$ cat src/rwlc_pkg.sv
`timescale 1ns / 1ps
// ------------------------------------------------------------------------
// rwlc_pkg
// Widths, codes and control structures shared by the line clipper files.
// ------------------------------------------------------------------------
package rwlc_pkg;

  localparam int unsigned COORD_WIDTH = 16;
  localparam int unsigned DIFF_W      = COORD_WIDTH + 1;
  localparam int unsigned MAG_W       = COORD_WIDTH + 1;
  localparam int unsigned PROD_W      = 2 * MAG_W;
  localparam int unsigned REM_W       = MAG_W + 1;
  localparam int unsigned SUM_W       = PROD_W + 2;
  localparam int unsigned CNT_W       = $clog2(PROD_W + 1);
  localparam int unsigned ROUND_W     = 3;
  localparam int unsigned CFG_IDX_W   = 4;

  localparam logic [ROUND_W-1:0] CLIP_ROUNDS = ROUND_W'(4);

  typedef logic signed [COORD_WIDTH-1:0] coord_t;
  typedef logic signed [DIFF_W-1:0]      diff_t;
  typedef logic signed [SUM_W-1:0]       sum_t;
  typedef logic [3:0]                    ocode_t;

  localparam ocode_t OC_LEFT   = 4'b0001;
  localparam ocode_t OC_RIGHT  = 4'b0010;
  localparam ocode_t OC_BOTTOM = 4'b0100;
  localparam ocode_t OC_TOP    = 4'b1000;

  localparam coord_t X_MIN_RST = coord_t'(200);
  localparam coord_t X_MAX_RST = coord_t'(800);
  localparam coord_t Y_MIN_RST = coord_t'(200);
  localparam coord_t Y_MAX_RST = coord_t'(800);

  typedef enum logic [CFG_IDX_W-1:0] {
    REG_X_MIN = 4'd0,
    REG_X_MAX = 4'd1,
    REG_Y_MIN = 4'd2,
    REG_Y_MAX = 4'd3
  } cfg_reg_e;

  // Commands from the controller to the datapath.
  typedef struct packed {
    logic load_in;
    logic setup;
    logic mul;
    logic div_start;
    logic update;
    logic out_load;
    logic out_acc;
  } cmd_t;

  // Status from the datapath to the controller.
  typedef struct packed {
    logic trivial_acc;
    logic trivial_rej;
    logic div_busy;
  } sts_t;

endpackage

$ cat src/rwlc_div.sv
`timescale 1ns / 1ps
// ------------------------------------------------------------------------
// rwlc_div
// Restoring unsigned divider, one quotient bit per cycle.
// ------------------------------------------------------------------------
module rwlc_div (
  input  logic                          clk_i,
  input  logic                          rst_ni,
  input  logic                          start_i,
  input  logic [rwlc_pkg::PROD_W-1:0]   dividend_i,
  input  logic [rwlc_pkg::MAG_W-1:0]    divisor_i,
  output logic                          busy_o,
  output logic [rwlc_pkg::PROD_W-1:0]   quotient_o
);

  logic [rwlc_pkg::PROD_W-1:0] quo_q;
  logic [rwlc_pkg::MAG_W-1:0]  rem_q;
  logic [rwlc_pkg::CNT_W-1:0]  cnt_q;
  logic                        busy_q;
  logic [rwlc_pkg::REM_W-1:0]  rem_sh;
  logic [rwlc_pkg::REM_W-1:0]  rem_sub;
  logic                        ge;

  // The dividend shifts out at the top while quotient bits enter at the bottom.
  assign rem_sh  = {rem_q, quo_q[rwlc_pkg::PROD_W-1]};
  assign ge      = rem_sh >= {1'b0, divisor_i};
  assign rem_sub = rem_sh - {1'b0, divisor_i};

  always_ff @(posedge clk_i or negedge rst_ni) begin
    if (!rst_ni) begin
      busy_q <= 1'b0;
      cnt_q  <= '0;
    end else if (start_i) begin
      busy_q <= 1'b1;
      cnt_q  <= rwlc_pkg::CNT_W'(rwlc_pkg::PROD_W);
    end else if (busy_q) begin
      cnt_q <= cnt_q - rwlc_pkg::CNT_W'(1);
      if (cnt_q == rwlc_pkg::CNT_W'(1)) begin
        busy_q <= 1'b0;
      end
    end
  end

  always_ff @(posedge clk_i) begin
    if (start_i) begin
      quo_q <= dividend_i;
      rem_q <= '0;
    end else if (busy_q) begin
      quo_q <= {quo_q[rwlc_pkg::PROD_W-2:0], ge};
      rem_q <= ge ? rem_sub[rwlc_pkg::MAG_W-1:0] : rem_sh[rwlc_pkg::MAG_W-1:0];
    end
  end

  assign busy_o     = busy_q;
  assign quotient_o = quo_q;

endmodule

$ cat src/rwlc_dpath.sv
`timescale 1ns / 1ps
// ------------------------------------------------------------------------
// rwlc_dpath
// Window registers, endpoint registers, outcodes, multiplier, divider and
// the result register of the line clipper.
// ------------------------------------------------------------------------
module rwlc_dpath (
  input  logic                            clk_i,
  input  logic                            rst_ni,
  input  logic                            cfg_valid_i,
  input  logic [rwlc_pkg::CFG_IDX_W-1:0]  cfg_index_i,
  input  rwlc_pkg::coord_t                cfg_data_i,
  input  rwlc_pkg::coord_t                start_x_i,
  input  rwlc_pkg::coord_t                start_y_i,
  input  rwlc_pkg::coord_t                end_x_i,
  input  rwlc_pkg::coord_t                end_y_i,
  input  rwlc_pkg::cmd_t                  cmd_i,
  output rwlc_pkg::sts_t                  sts_o,
  output logic                            accepted_o,
  output rwlc_pkg::coord_t                clip_start_x_o,
  output rwlc_pkg::coord_t                clip_start_y_o,
  output rwlc_pkg::coord_t                clip_end_x_o,
  output rwlc_pkg::coord_t                clip_end_y_o
);

  localparam int unsigned CW = rwlc_pkg::COORD_WIDTH;

  rwlc_pkg::coord_t x_min_q, x_max_q, y_min_q, y_max_q;
  rwlc_pkg::coord_t x1_q, y1_q, x2_q, y2_q;
  rwlc_pkg::ocode_t c1, c2, oc;

  logic                        sel_first, sel_vert;
  rwlc_pkg::coord_t            edge_val, base_val;
  rwlc_pkg::diff_t             dx, dy, a_val, b_val, d_val;

  logic [rwlc_pkg::MAG_W-1:0]  ma_q, mb_q, md_q;
  logic                        neg_q, dzero_q, first_q, vert_q;
  rwlc_pkg::coord_t            base_q, edge_q;
  logic [rwlc_pkg::PROD_W-1:0] prod_q;
  logic [rwlc_pkg::PROD_W-1:0] quotient;
  logic                        div_busy;

  logic [rwlc_pkg::PROD_W-1:0] qv;
  rwlc_pkg::sum_t              q_ext, base_ext, sum;
  logic [rwlc_pkg::SUM_W-CW:0] sum_hi;
  rwlc_pkg::coord_t            interp_val, nx, ny;

  logic                        acc_q;
  rwlc_pkg::coord_t            ox1_q, oy1_q, ox2_q, oy2_q;

  function automatic rwlc_pkg::ocode_t outcode(
    input rwlc_pkg::coord_t x, input rwlc_pkg::coord_t y,
    input rwlc_pkg::coord_t xmin, input rwlc_pkg::coord_t xmax,
    input rwlc_pkg::coord_t ymin, input rwlc_pkg::coord_t ymax
  );
    rwlc_pkg::ocode_t c;
    c = '0;
    if (x < xmin) c = c | rwlc_pkg::OC_LEFT;
    if (x > xmax) c = c | rwlc_pkg::OC_RIGHT;
    if (y < ymin) c = c | rwlc_pkg::OC_BOTTOM;
    if (y > ymax) c = c | rwlc_pkg::OC_TOP;
    return c;
  endfunction

  function automatic rwlc_pkg::diff_t sx(input rwlc_pkg::coord_t v);
    return {v[CW-1], v};
  endfunction

  function automatic logic [rwlc_pkg::MAG_W-1:0] mag(input rwlc_pkg::diff_t v);
    rwlc_pkg::diff_t n;
    n = -v;
    return v[rwlc_pkg::DIFF_W-1] ? n : v;
  endfunction

  // Window registers.
  always_ff @(posedge clk_i or negedge rst_ni) begin
    if (!rst_ni) begin
      x_min_q <= rwlc_pkg::X_MIN_RST;
      x_max_q <= rwlc_pkg::X_MAX_RST;
      y_min_q <= rwlc_pkg::Y_MIN_RST;
      y_max_q <= rwlc_pkg::Y_MAX_RST;
    end else if (cfg_valid_i) begin
      case (rwlc_pkg::cfg_reg_e'(cfg_index_i))
        rwlc_pkg::REG_X_MIN: x_min_q <= cfg_data_i;
        rwlc_pkg::REG_X_MAX: x_max_q <= cfg_data_i;
        rwlc_pkg::REG_Y_MIN: y_min_q <= cfg_data_i;
        rwlc_pkg::REG_Y_MAX: y_max_q <= cfg_data_i;
        default: ;
      endcase
    end
  end

  assign c1 = outcode(x1_q, y1_q, x_min_q, x_max_q, y_min_q, y_max_q);
  assign c2 = outcode(x2_q, y2_q, x_min_q, x_max_q, y_min_q, y_max_q);

  assign sts_o.trivial_acc = (c1 | c2) == '0;
  assign sts_o.trivial_rej = (c1 & c2) != '0;
  assign sts_o.div_busy    = div_busy;

  // Edge choice and interpolation operands for one round.
  always_comb begin
    sel_first = c1 != '0;
    oc        = sel_first ? c1 : c2;
    sel_vert  = (oc & (rwlc_pkg::OC_TOP | rwlc_pkg::OC_BOTTOM)) != '0;
    if ((oc & rwlc_pkg::OC_TOP) != '0) begin
      edge_val = y_max_q;
    end else if ((oc & rwlc_pkg::OC_BOTTOM) != '0) begin
      edge_val = y_min_q;
    end else if ((oc & rwlc_pkg::OC_RIGHT) != '0) begin
      edge_val = x_max_q;
    end else begin
      edge_val = x_min_q;
    end
    dx = sx(x2_q) - sx(x1_q);
    dy = sx(y2_q) - sx(y1_q);
    if (sel_vert) begin
      a_val    = dx;
      b_val    = sx(edge_val) - sx(y1_q);
      d_val    = dy;
      base_val = x1_q;
    end else begin
      a_val    = dy;
      b_val    = sx(edge_val) - sx(x1_q);
      d_val    = dx;
      base_val = y1_q;
    end
  end

  always_ff @(posedge clk_i) begin
    if (cmd_i.load_in) begin
      x1_q <= start_x_i;
      y1_q <= start_y_i;
      x2_q <= end_x_i;
      y2_q <= end_y_i;
    end else if (cmd_i.update) begin
      if (first_q) begin
        x1_q <= nx;
        y1_q <= ny;
      end else begin
        x2_q <= nx;
        y2_q <= ny;
      end
    end
    if (cmd_i.setup) begin
      ma_q    <= mag(a_val);
      mb_q    <= mag(b_val);
      md_q    <= mag(d_val);
      neg_q   <= a_val[rwlc_pkg::DIFF_W-1] ^ b_val[rwlc_pkg::DIFF_W-1]
                 ^ d_val[rwlc_pkg::DIFF_W-1];
      dzero_q <= d_val == '0;
      base_q  <= base_val;
      edge_q  <= edge_val;
      first_q <= sel_first;
      vert_q  <= sel_vert;
    end
    if (cmd_i.mul) begin
      prod_q <= rwlc_pkg::PROD_W'(ma_q) * rwlc_pkg::PROD_W'(mb_q);
    end
  end

  rwlc_div u_div (
    .clk_i      (clk_i),
    .rst_ni     (rst_ni),
    .start_i    (cmd_i.div_start),
    .dividend_i (prod_q),
    .divisor_i  (md_q),
    .busy_o     (div_busy),
    .quotient_o (quotient)
  );

  // The quotient magnitude stays below 2^(2*MAG_W), within the range of the signed sum.
  always_comb begin
    qv       = dzero_q ? '0 : quotient;
    q_ext    = {2'b00, qv};
    base_ext = {{(rwlc_pkg::SUM_W-CW){base_q[CW-1]}}, base_q};
    sum      = neg_q ? base_ext - q_ext : base_ext + q_ext;
    sum_hi   = sum[rwlc_pkg::SUM_W-1:CW-1];
    if ((sum_hi == '0) || (sum_hi == '1)) begin
      interp_val = sum[CW-1:0];
    end else if (sum[rwlc_pkg::SUM_W-1]) begin
      interp_val = {1'b1, {(CW-1){1'b0}}};
    end else begin
      interp_val = {1'b0, {(CW-1){1'b1}}};
    end
    nx = vert_q ? interp_val : edge_q;
    ny = vert_q ? edge_q : interp_val;
  end

  always_ff @(posedge clk_i) begin
    if (cmd_i.out_load) begin
      acc_q <= cmd_i.out_acc;
      ox1_q <= cmd_i.out_acc ? x1_q : '0;
      oy1_q <= cmd_i.out_acc ? y1_q : '0;
      ox2_q <= cmd_i.out_acc ? x2_q : '0;
      oy2_q <= cmd_i.out_acc ? y2_q : '0;
    end
  end

  assign accepted_o     = acc_q;
  assign clip_start_x_o = ox1_q;
  assign clip_start_y_o = oy1_q;
  assign clip_end_x_o   = ox2_q;
  assign clip_end_y_o   = oy2_q;

endmodule

$ cat src/rwlc_ctrl.sv
`timescale 1ns / 1ps
// ------------------------------------------------------------------------
// rwlc_ctrl
// Sequencer for the clipping rounds and the output handshake.
// ------------------------------------------------------------------------
module rwlc_ctrl (
  input  logic           clk_i,
  input  logic           rst_ni,
  input  logic           in_valid_i,
  output logic           in_ready_o,
  output logic           out_valid_o,
  input  logic           out_ready_i,
  input  rwlc_pkg::sts_t sts_i,
  output rwlc_pkg::cmd_t cmd_o
);

  typedef enum logic [2:0] {
    S_IDLE,
    S_EVAL,
    S_MUL,
    S_DIV_START,
    S_DIV,
    S_FINISH
  } state_e;

  state_e                        state_q;
  logic [rwlc_pkg::ROUND_W-1:0]  round_q;
  logic                          acc_q;
  logic                          out_valid_q;
  logic                          reject;

  assign reject = sts_i.trivial_rej || (round_q == rwlc_pkg::CLIP_ROUNDS);

  always_comb begin
    cmd_o           = '0;
    cmd_o.load_in   = (state_q == S_IDLE) && in_valid_i;
    cmd_o.setup     = (state_q == S_EVAL) && !sts_i.trivial_acc && !reject;
    cmd_o.mul       = state_q == S_MUL;
    cmd_o.div_start = state_q == S_DIV_START;
    cmd_o.update    = (state_q == S_DIV) && !sts_i.div_busy;
    cmd_o.out_load  = (state_q == S_FINISH) && (!out_valid_q || out_ready_i);
    cmd_o.out_acc   = acc_q;
  end

  always_ff @(posedge clk_i or negedge rst_ni) begin
    if (!rst_ni) begin
      state_q     <= S_IDLE;
      round_q     <= '0;
      acc_q       <= 1'b0;
      out_valid_q <= 1'b0;
    end else begin
      if (out_valid_q && out_ready_i) begin
        out_valid_q <= 1'b0;
      end
      case (state_q)
        S_IDLE: begin
          if (in_valid_i) begin
            round_q <= '0;
            state_q <= S_EVAL;
          end
        end
        S_EVAL: begin
          if (sts_i.trivial_acc) begin
            acc_q   <= 1'b1;
            state_q <= S_FINISH;
          end else if (reject) begin
            acc_q   <= 1'b0;
            state_q <= S_FINISH;
          end else begin
            state_q <= S_MUL;
          end
        end
        S_MUL:       state_q <= S_DIV_START;
        S_DIV_START: state_q <= S_DIV;
        S_DIV: begin
          if (!sts_i.div_busy) begin
            round_q <= round_q + rwlc_pkg::ROUND_W'(1);
            state_q <= S_EVAL;
          end
        end
        S_FINISH: begin
          if (!out_valid_q || out_ready_i) begin
            out_valid_q <= 1'b1;
            state_q     <= S_IDLE;
          end
        end
        default: state_q <= S_IDLE;
      endcase
    end
  end

  assign in_ready_o  = state_q == S_IDLE;
  assign out_valid_o = out_valid_q;

endmodule

$ cat src/rect_window_line_clipper_top.sv
`timescale 1ns / 1ps
// ------------------------------------------------------------------------
// rect_window_line_clipper_top
// Clips one line segment against a rectangular window (outcode method).
// ------------------------------------------------------------------------
//
//   Channel  Direction  Handshake                  Payload
//   cfg      in         cfg_valid_i / cfg_ready_o  cfg_index_i, cfg_data_i
//   in       in         in_valid_i / in_ready_o    start_x/y_i, end_x/y_i
//   out      out        out_valid_o / out_ready_i  accepted_o, clip_*_o
//
// An input transaction takes R clipping rounds, where R ranges from 0 to 4.
// Each round is dominated by the 34-step serial divider in the datapath.
// Reset is asynchronous and active low; the window returns to 200..800.
// A result that is not taken waits in the output register while the next
// transaction is already being accepted; a new result waits for that register.
//
// The controller steps through the rounds: it evaluates the outcodes,
// registers the interpolation operands, multiplies, divides and writes the
// moved endpoint back. The datapath holds the coordinate arithmetic and storage.
// Configuration writes are always accepted; an index beyond the four window
// registers is ignored.
// ------------------------------------------------------------------------
module rect_window_line_clipper_top (
  input  logic                            clk_i,
  input  logic                            rst_ni,
  input  logic                            cfg_valid_i,
  output logic                            cfg_ready_o,
  input  logic [rwlc_pkg::CFG_IDX_W-1:0]  cfg_index_i,
  input  logic [rwlc_pkg::COORD_WIDTH-1:0] cfg_data_i,
  input  logic                            in_valid_i,
  output logic                            in_ready_o,
  input  logic signed [rwlc_pkg::COORD_WIDTH-1:0] start_x_i,
  input  logic signed [rwlc_pkg::COORD_WIDTH-1:0] start_y_i,
  input  logic signed [rwlc_pkg::COORD_WIDTH-1:0] end_x_i,
  input  logic signed [rwlc_pkg::COORD_WIDTH-1:0] end_y_i,
  output logic                            out_valid_o,
  input  logic                            out_ready_i,
  output logic                            accepted_o,
  output logic signed [rwlc_pkg::COORD_WIDTH-1:0] clip_start_x_o,
  output logic signed [rwlc_pkg::COORD_WIDTH-1:0] clip_start_y_o,
  output logic signed [rwlc_pkg::COORD_WIDTH-1:0] clip_end_x_o,
  output logic signed [rwlc_pkg::COORD_WIDTH-1:0] clip_end_y_o
);

  rwlc_pkg::cmd_t cmd;
  rwlc_pkg::sts_t sts;

  // The window may be rewritten at any time the block is idle, so the port
  // never stalls a configuration transaction.
  assign cfg_ready_o = 1'b1;

  rwlc_ctrl u_ctrl (
    .clk_i       (clk_i),
    .rst_ni      (rst_ni),
    .in_valid_i  (in_valid_i),
    .in_ready_o  (in_ready_o),
    .out_valid_o (out_valid_o),
    .out_ready_i (out_ready_i),
    .sts_i       (sts),
    .cmd_o       (cmd)
  );

  rwlc_dpath u_dpath (
    .clk_i          (clk_i),
    .rst_ni         (rst_ni),
    .cfg_valid_i    (cfg_valid_i),
    .cfg_index_i    (cfg_index_i),
    .cfg_data_i     (rwlc_pkg::coord_t'(cfg_data_i)),
    .start_x_i      (start_x_i),
    .start_y_i      (start_y_i),
    .end_x_i        (end_x_i),
    .end_y_i        (end_y_i),
    .cmd_i          (cmd),
    .sts_o          (sts),
    .accepted_o     (accepted_o),
    .clip_start_x_o (clip_start_x_o),
    .clip_start_y_o (clip_start_y_o),
    .clip_end_x_o   (clip_end_x_o),
    .clip_end_y_o   (clip_end_y_o)
  );

endmodule

$ cat config.mk
export PLATFORM = sky130hd
export DESIGN_NAME = rect_window_line_clipper_top
export DESIGN_NICKNAME = d
export VERILOG_FILES = /design/src/rwlc_pkg.sv /design/src/rwlc_div.sv /design/src/rwlc_dpath.sv /design/src/rwlc_ctrl.sv /design/src/rect_window_line_clipper_top.sv
export SDC_FILE = /design/constraint.sdc
export NUM_CORES = 2
export LEC_CHECK = 0
export ABC_AREA = 1
export BUFFER_PORTS_ARGS = -buffer_cell sky130_fd_sc_hd__buf_2
export CAP_MARGIN = 20
export CORE_AREA = 5 5 241 243
export CTS_CLUSTER_SIZE = 14
export DETAILED_ROUTE_END_ITERATION = 16
export DIE_AREA = 0 0 246 248
export GPL_TIMING_DRIVEN = 0
export PLACE_DENSITY = 0.94
export REMOVE_ABC_BUFFERS = 1
export SYNTH_ARGS = -nofsm -noshare
export SYNTH_HDL_FRONTEND = slang
export SYNTH_SLANG_ARGS = --single-unit
$ cat constraint.sdc
create_clock -name clk_i -period 9.58 [get_ports clk_i]
set_input_delay 1.437 -clock clk_i [delete_from_list [all_inputs] [get_ports clk_i]]
set_output_delay 1.437 -clock clk_i [all_outputs]
set_load 0.02 [all_outputs]
==> impl_metrics.sql <==
INSERT INTO impl_metrics (metric_group, metric, value, unit) VALUES
('timing', 'finalClockSkew', '0.0434', 'ns'),
('cells_and_area', 'drive_gt1_share', '6.55', '%'),
('logic_synthesis', 'synth-main-ff-cell', 'edfxtp_1', ''),
('logic_synthesis', 'synthTopCellsByCount', 'nand2_1, inv_1, ha_1', ''),
('timing', 'report.final.hold_viol_count', '0', ''),
('logic_synthesis', 'largest_area_contributor_in_the_synthesized_netlist', 'edfxtp_1', ''),
('timing', 'period_share', '75.6', '%'),
('logic_synthesis', 'yosys_register_bits', '380', ''),
('cells_and_area', 'area.growth.synth_to_final', '8.72', '%'),
('logic_synthesis', 'syn-instance-count', '4553', ''),
('routing', 'routed_wl', '107000', 'um'),
('worst_setup_path', 'standard_cell_with_the_maximum_stage_delay_on_the_critical_path', 'edfxtp_1', ''),
('logic_synthesis', 'yosys.area.top_type_share', '23.9', '%'),
('timing', 'fmaxAchievable', '0.138', 'GHz'),
('logic_synthesis', 'synth_edf_count', '284', ''),
('routing', 'drt_pre_antenna_iters', '10', ''),
('timing', 'final_max_slew_viol_count', '0', ''),
('routing', 'route.detailed.drc', '0', ''),
('status', 'run_status', 'finished, final reports clean', ''),
('worst_setup_path', 'required', '9.92', 'ns'),
('clock_tree', 'h_tree_depth', '2', ''),
('logic_synthesis', 'per_instance_average_area_after_synthesis', '7.84', 'um2'),
('clock_tree', 'cts_made_buffers', '43', ''),
('global_route', 'number_of_global_route_vias_before_repair', '32900', ''),
('clock_tree', 'cts.hold.buffers_added', '0', ''),
('cells_and_area', 'finish.cell_count_without_fillers', '5413', ''),
('die', 'floorplan.io_pins', '157', ''),
('place', 'dp.final_hpwl', '80500', 'um'),
('cells_and_area', 'fillers', '3880', ''),
('place', 'placedInstanceArea', '37200', 'um2'),
('timing', 'finalSetupViolations', '0', ''),
('cells_and_area', 'finish.instance_area', '38800', 'um2'),
('die', 'fp.coreArea', '55700', 'um2'),
('worst_setup_path', 'arrival', '7.59', 'ns'),
('global_route', 'antenna_found_initial', '2', ''),
('timing', 'maxSlewHeadroom', '23.9', '%'),
('logic_synthesis', 'netlist_top_cells_area', 'edfxtp_1, nand2_1, fa_1, ha_1, inv_1', ''),
('global_route', 'grt_pass1_wl', '168000', 'um'),
('logic_synthesis', 'post_synthesis_sequential_area_ratio', '30.4', '%'),
('clock_tree', 'cts_tree', 'yes', ''),
('die', 'core.rowCount', '87', ''),
('place', 'place.gp.congestion', '0.999', ''),
('worst_setup_path', 'critical_path.max_stage_delay', '0.65', 'ns'),
('clock_tree', 'postCtsResizedCells', '0', ''),
('clock_tree', 'clock_sinks', '380', ''),
('clock_tree', 'worst_skew_pair.late_latency', '0.62', 'ns'),
('routing', 'antenna_left', '0', ''),
('worst_setup_path', 'crit_path_frequent_cell', 'nand2_1', ''),
('global_route', 'grt_use_total', '34.6', '%'),
('place', 'io_buffers', '155', ''),
('place', 'placedCellCount', '5328', ''),
('clock_tree', 'clkTransAtPathRegs', '0.07', 'ns'),
('die', 'floorplan.initialDensity', '64.1', '%'),
('logic_synthesis', 'syn_area', '35700', 'um2'),
('hold_path', 'timing.hold.worst.class', 'flip-flop to flip-flop', ''),
('run', 'max_cap_violations', '0', ''),
('worst_setup_path', 'critical_path.startpoint_type', 'flip-flop', ''),
('worst_setup_path', 'critPathKind', 'flip-flop to flip-flop', ''),
('logic_synthesis', 'yosysMostFrequentCell', 'nand2_1', ''),
('worst_setup_path', 'cp-end-kind', 'flip-flop', ''),
('timing', 'worst_slew_pin_tran', '1.14', 'ns'),
('clock_tree', 'max-clock-path-buffers', '3', ''),
('routing', 'detailedRoute.firstIterationViolations', '4178', ''),
('global_route', 'grt-ovfl-total', '0', ''),
('global_route', 'grt_max_degree', '103', ''),
('die', 'die_x', '246', 'um'),
('routing', 'wire_per_inst', '19.8', 'um'),
('clock_tree', 'number_of_post_cts_setup_repair_buffers', '0', ''),
('cells_and_area', 'antennaDiodeCount', '0', ''),
('clock_tree', 'clockRootBuffer', 'clkbuf_16', ''),
('worst_setup_path', 'critical_path_peak_fanout', '32', ''),
('logic_synthesis', 'synthArstFlopShare', '20.8', '%'),
('timing', 'unrepaired_setup_endpoints_after_global_routing', 'no', ''),
('cells_and_area', 'final_nets', '5281', ''),
('routing', 'vias', '32500', ''),
('logic_synthesis', 'synth_warnings', '0', ''),
('die', 'die_height', '248', 'um'),
('logic_synthesis', 'netlist-cell-type-count', '58', ''),
('die', 'die_area', '61000', 'um2'),
('timing', 'final_critical_period', '7.25', 'ns'),
('routing', 'average_via_count_per_standard_cell', '6.01', '');
## path summary, 6_finish.rpt
| kind | startpoint | end | slack, ns | cells past startpoint |
|---|---|---|---|---|
| worst max-delay path | u_dpath.x1_q[3] | u_dpath.mb_q[9] | 2.33 | 37 |
| worst min-delay path | u_dpath.u_div.rem_q[15] | u_dpath.u_div.rem_q[15] | 0.48 | 2 |
| worst max register to register | u_dpath.x1_q[3] | u_dpath.mb_q[9] | 2.33 | 37 |
| worst min register to register | u_dpath.u_div.rem_q[15] | u_dpath.u_div.rem_q[15] | 0.48 | 2 |
| max in group asynchronous | rst_ni | u_dpath.y_min_q[3] | 8.25 | 2 |
| min in group asynchronous | rst_ni | u_dpath.u_div.cnt_q[5] | 0.69 | 1 |
## worst max-delay path: cells and delay by family, from the launching register on
family,cells,cell delay [ns]
simple gates,19,2.44
fa+ha+maj,3,0.95
buf+inv,5,0.57
compound gates,9,2.18
xor+xnor,1,0.16
flops,1,0.65
## flip-flops by register name (all words and copies together), names as in the netlist, 17 cells and up
name                      flops
u_dpath.ma_q                 17
u_dpath.mb_q                 17
u_dpath.prod_q               34
u_dpath.u_div.quotient_o     34
u_dpath.u_div.rem_q          17
u_dpath.md_q                 17
## cell type report
cell class / instances / area, um2 / area share [%]
Clock buffer: 47 / 1100 / 2.84
Clock inverter: 33 / 429 / 1.11
Inverter: 861 / 3230 / 8.32
Multi-Input combinational cell: 3156 / 21000 / 54.2
Sequential cell: 380 / 10900 / 28.0
Tap cell: 756 / 946 / 2.44
Timing Repair Buffer: 180 / 1220 / 3.14
## metal layers
metal	share of wire, %	vias to the layer above	global-route usage (%)
li1	-	14600	-
met1	34	14900	41.6
met2	45	2393	56.1
met3	13	691	9.08
met4	7.7	2	21.3
met5	0.0065	-	0
## logic make-up after synthesis
kind of cell / after synthesis / share of synthesized area (%)
DFF: 380 / 30.4
buffers and inverters: 1017 / 10.8
AOI/OAI and AO/OA: 650 / 9.92
other: 1 / 0.0105
xor gates and xnor gates: 171 / 4.19
and+or+nand+nor: 1764 / 19.8
adders and majority gates: 570 / 24.8
## cells in the final DEF (no fill, tap or decap), drive strengths merged, types with 164 or more instances in the layout
cell | netlist | final
nand2 | 1328 | 1328
inv | 859 | 869
ha | 341 | 341
o21ai | 291 | 291
edfxtp | 284 | 284
a21oi | 252 | 252
fa | 229 | 229
nor2 | 183 | 183
buf | 22 | 180
nand3 | 164 | 164
## through the flow
step / setup WS (ns) / hold slack (ns) / TNS [ns] / utilization, %
after detailed placement: 2.73 / 0.472 / 0 / 66.8
final: 2.33 / 0.484 / 0 / 69.7
after CTS: 2.64 / 0.482 / 0 / 69.5
after global routing: 1.91 / 0.506 / 0 / 69.7
after floorplan: 2.14 / 0.446 / 0 / -
after global placement: -0.390 / 0.461 / -4.23 / 66.0
Power is left out: the tool's default activity adds up to more than one toggle a clock period on the data nets, which glitch-free logic cannot reach.
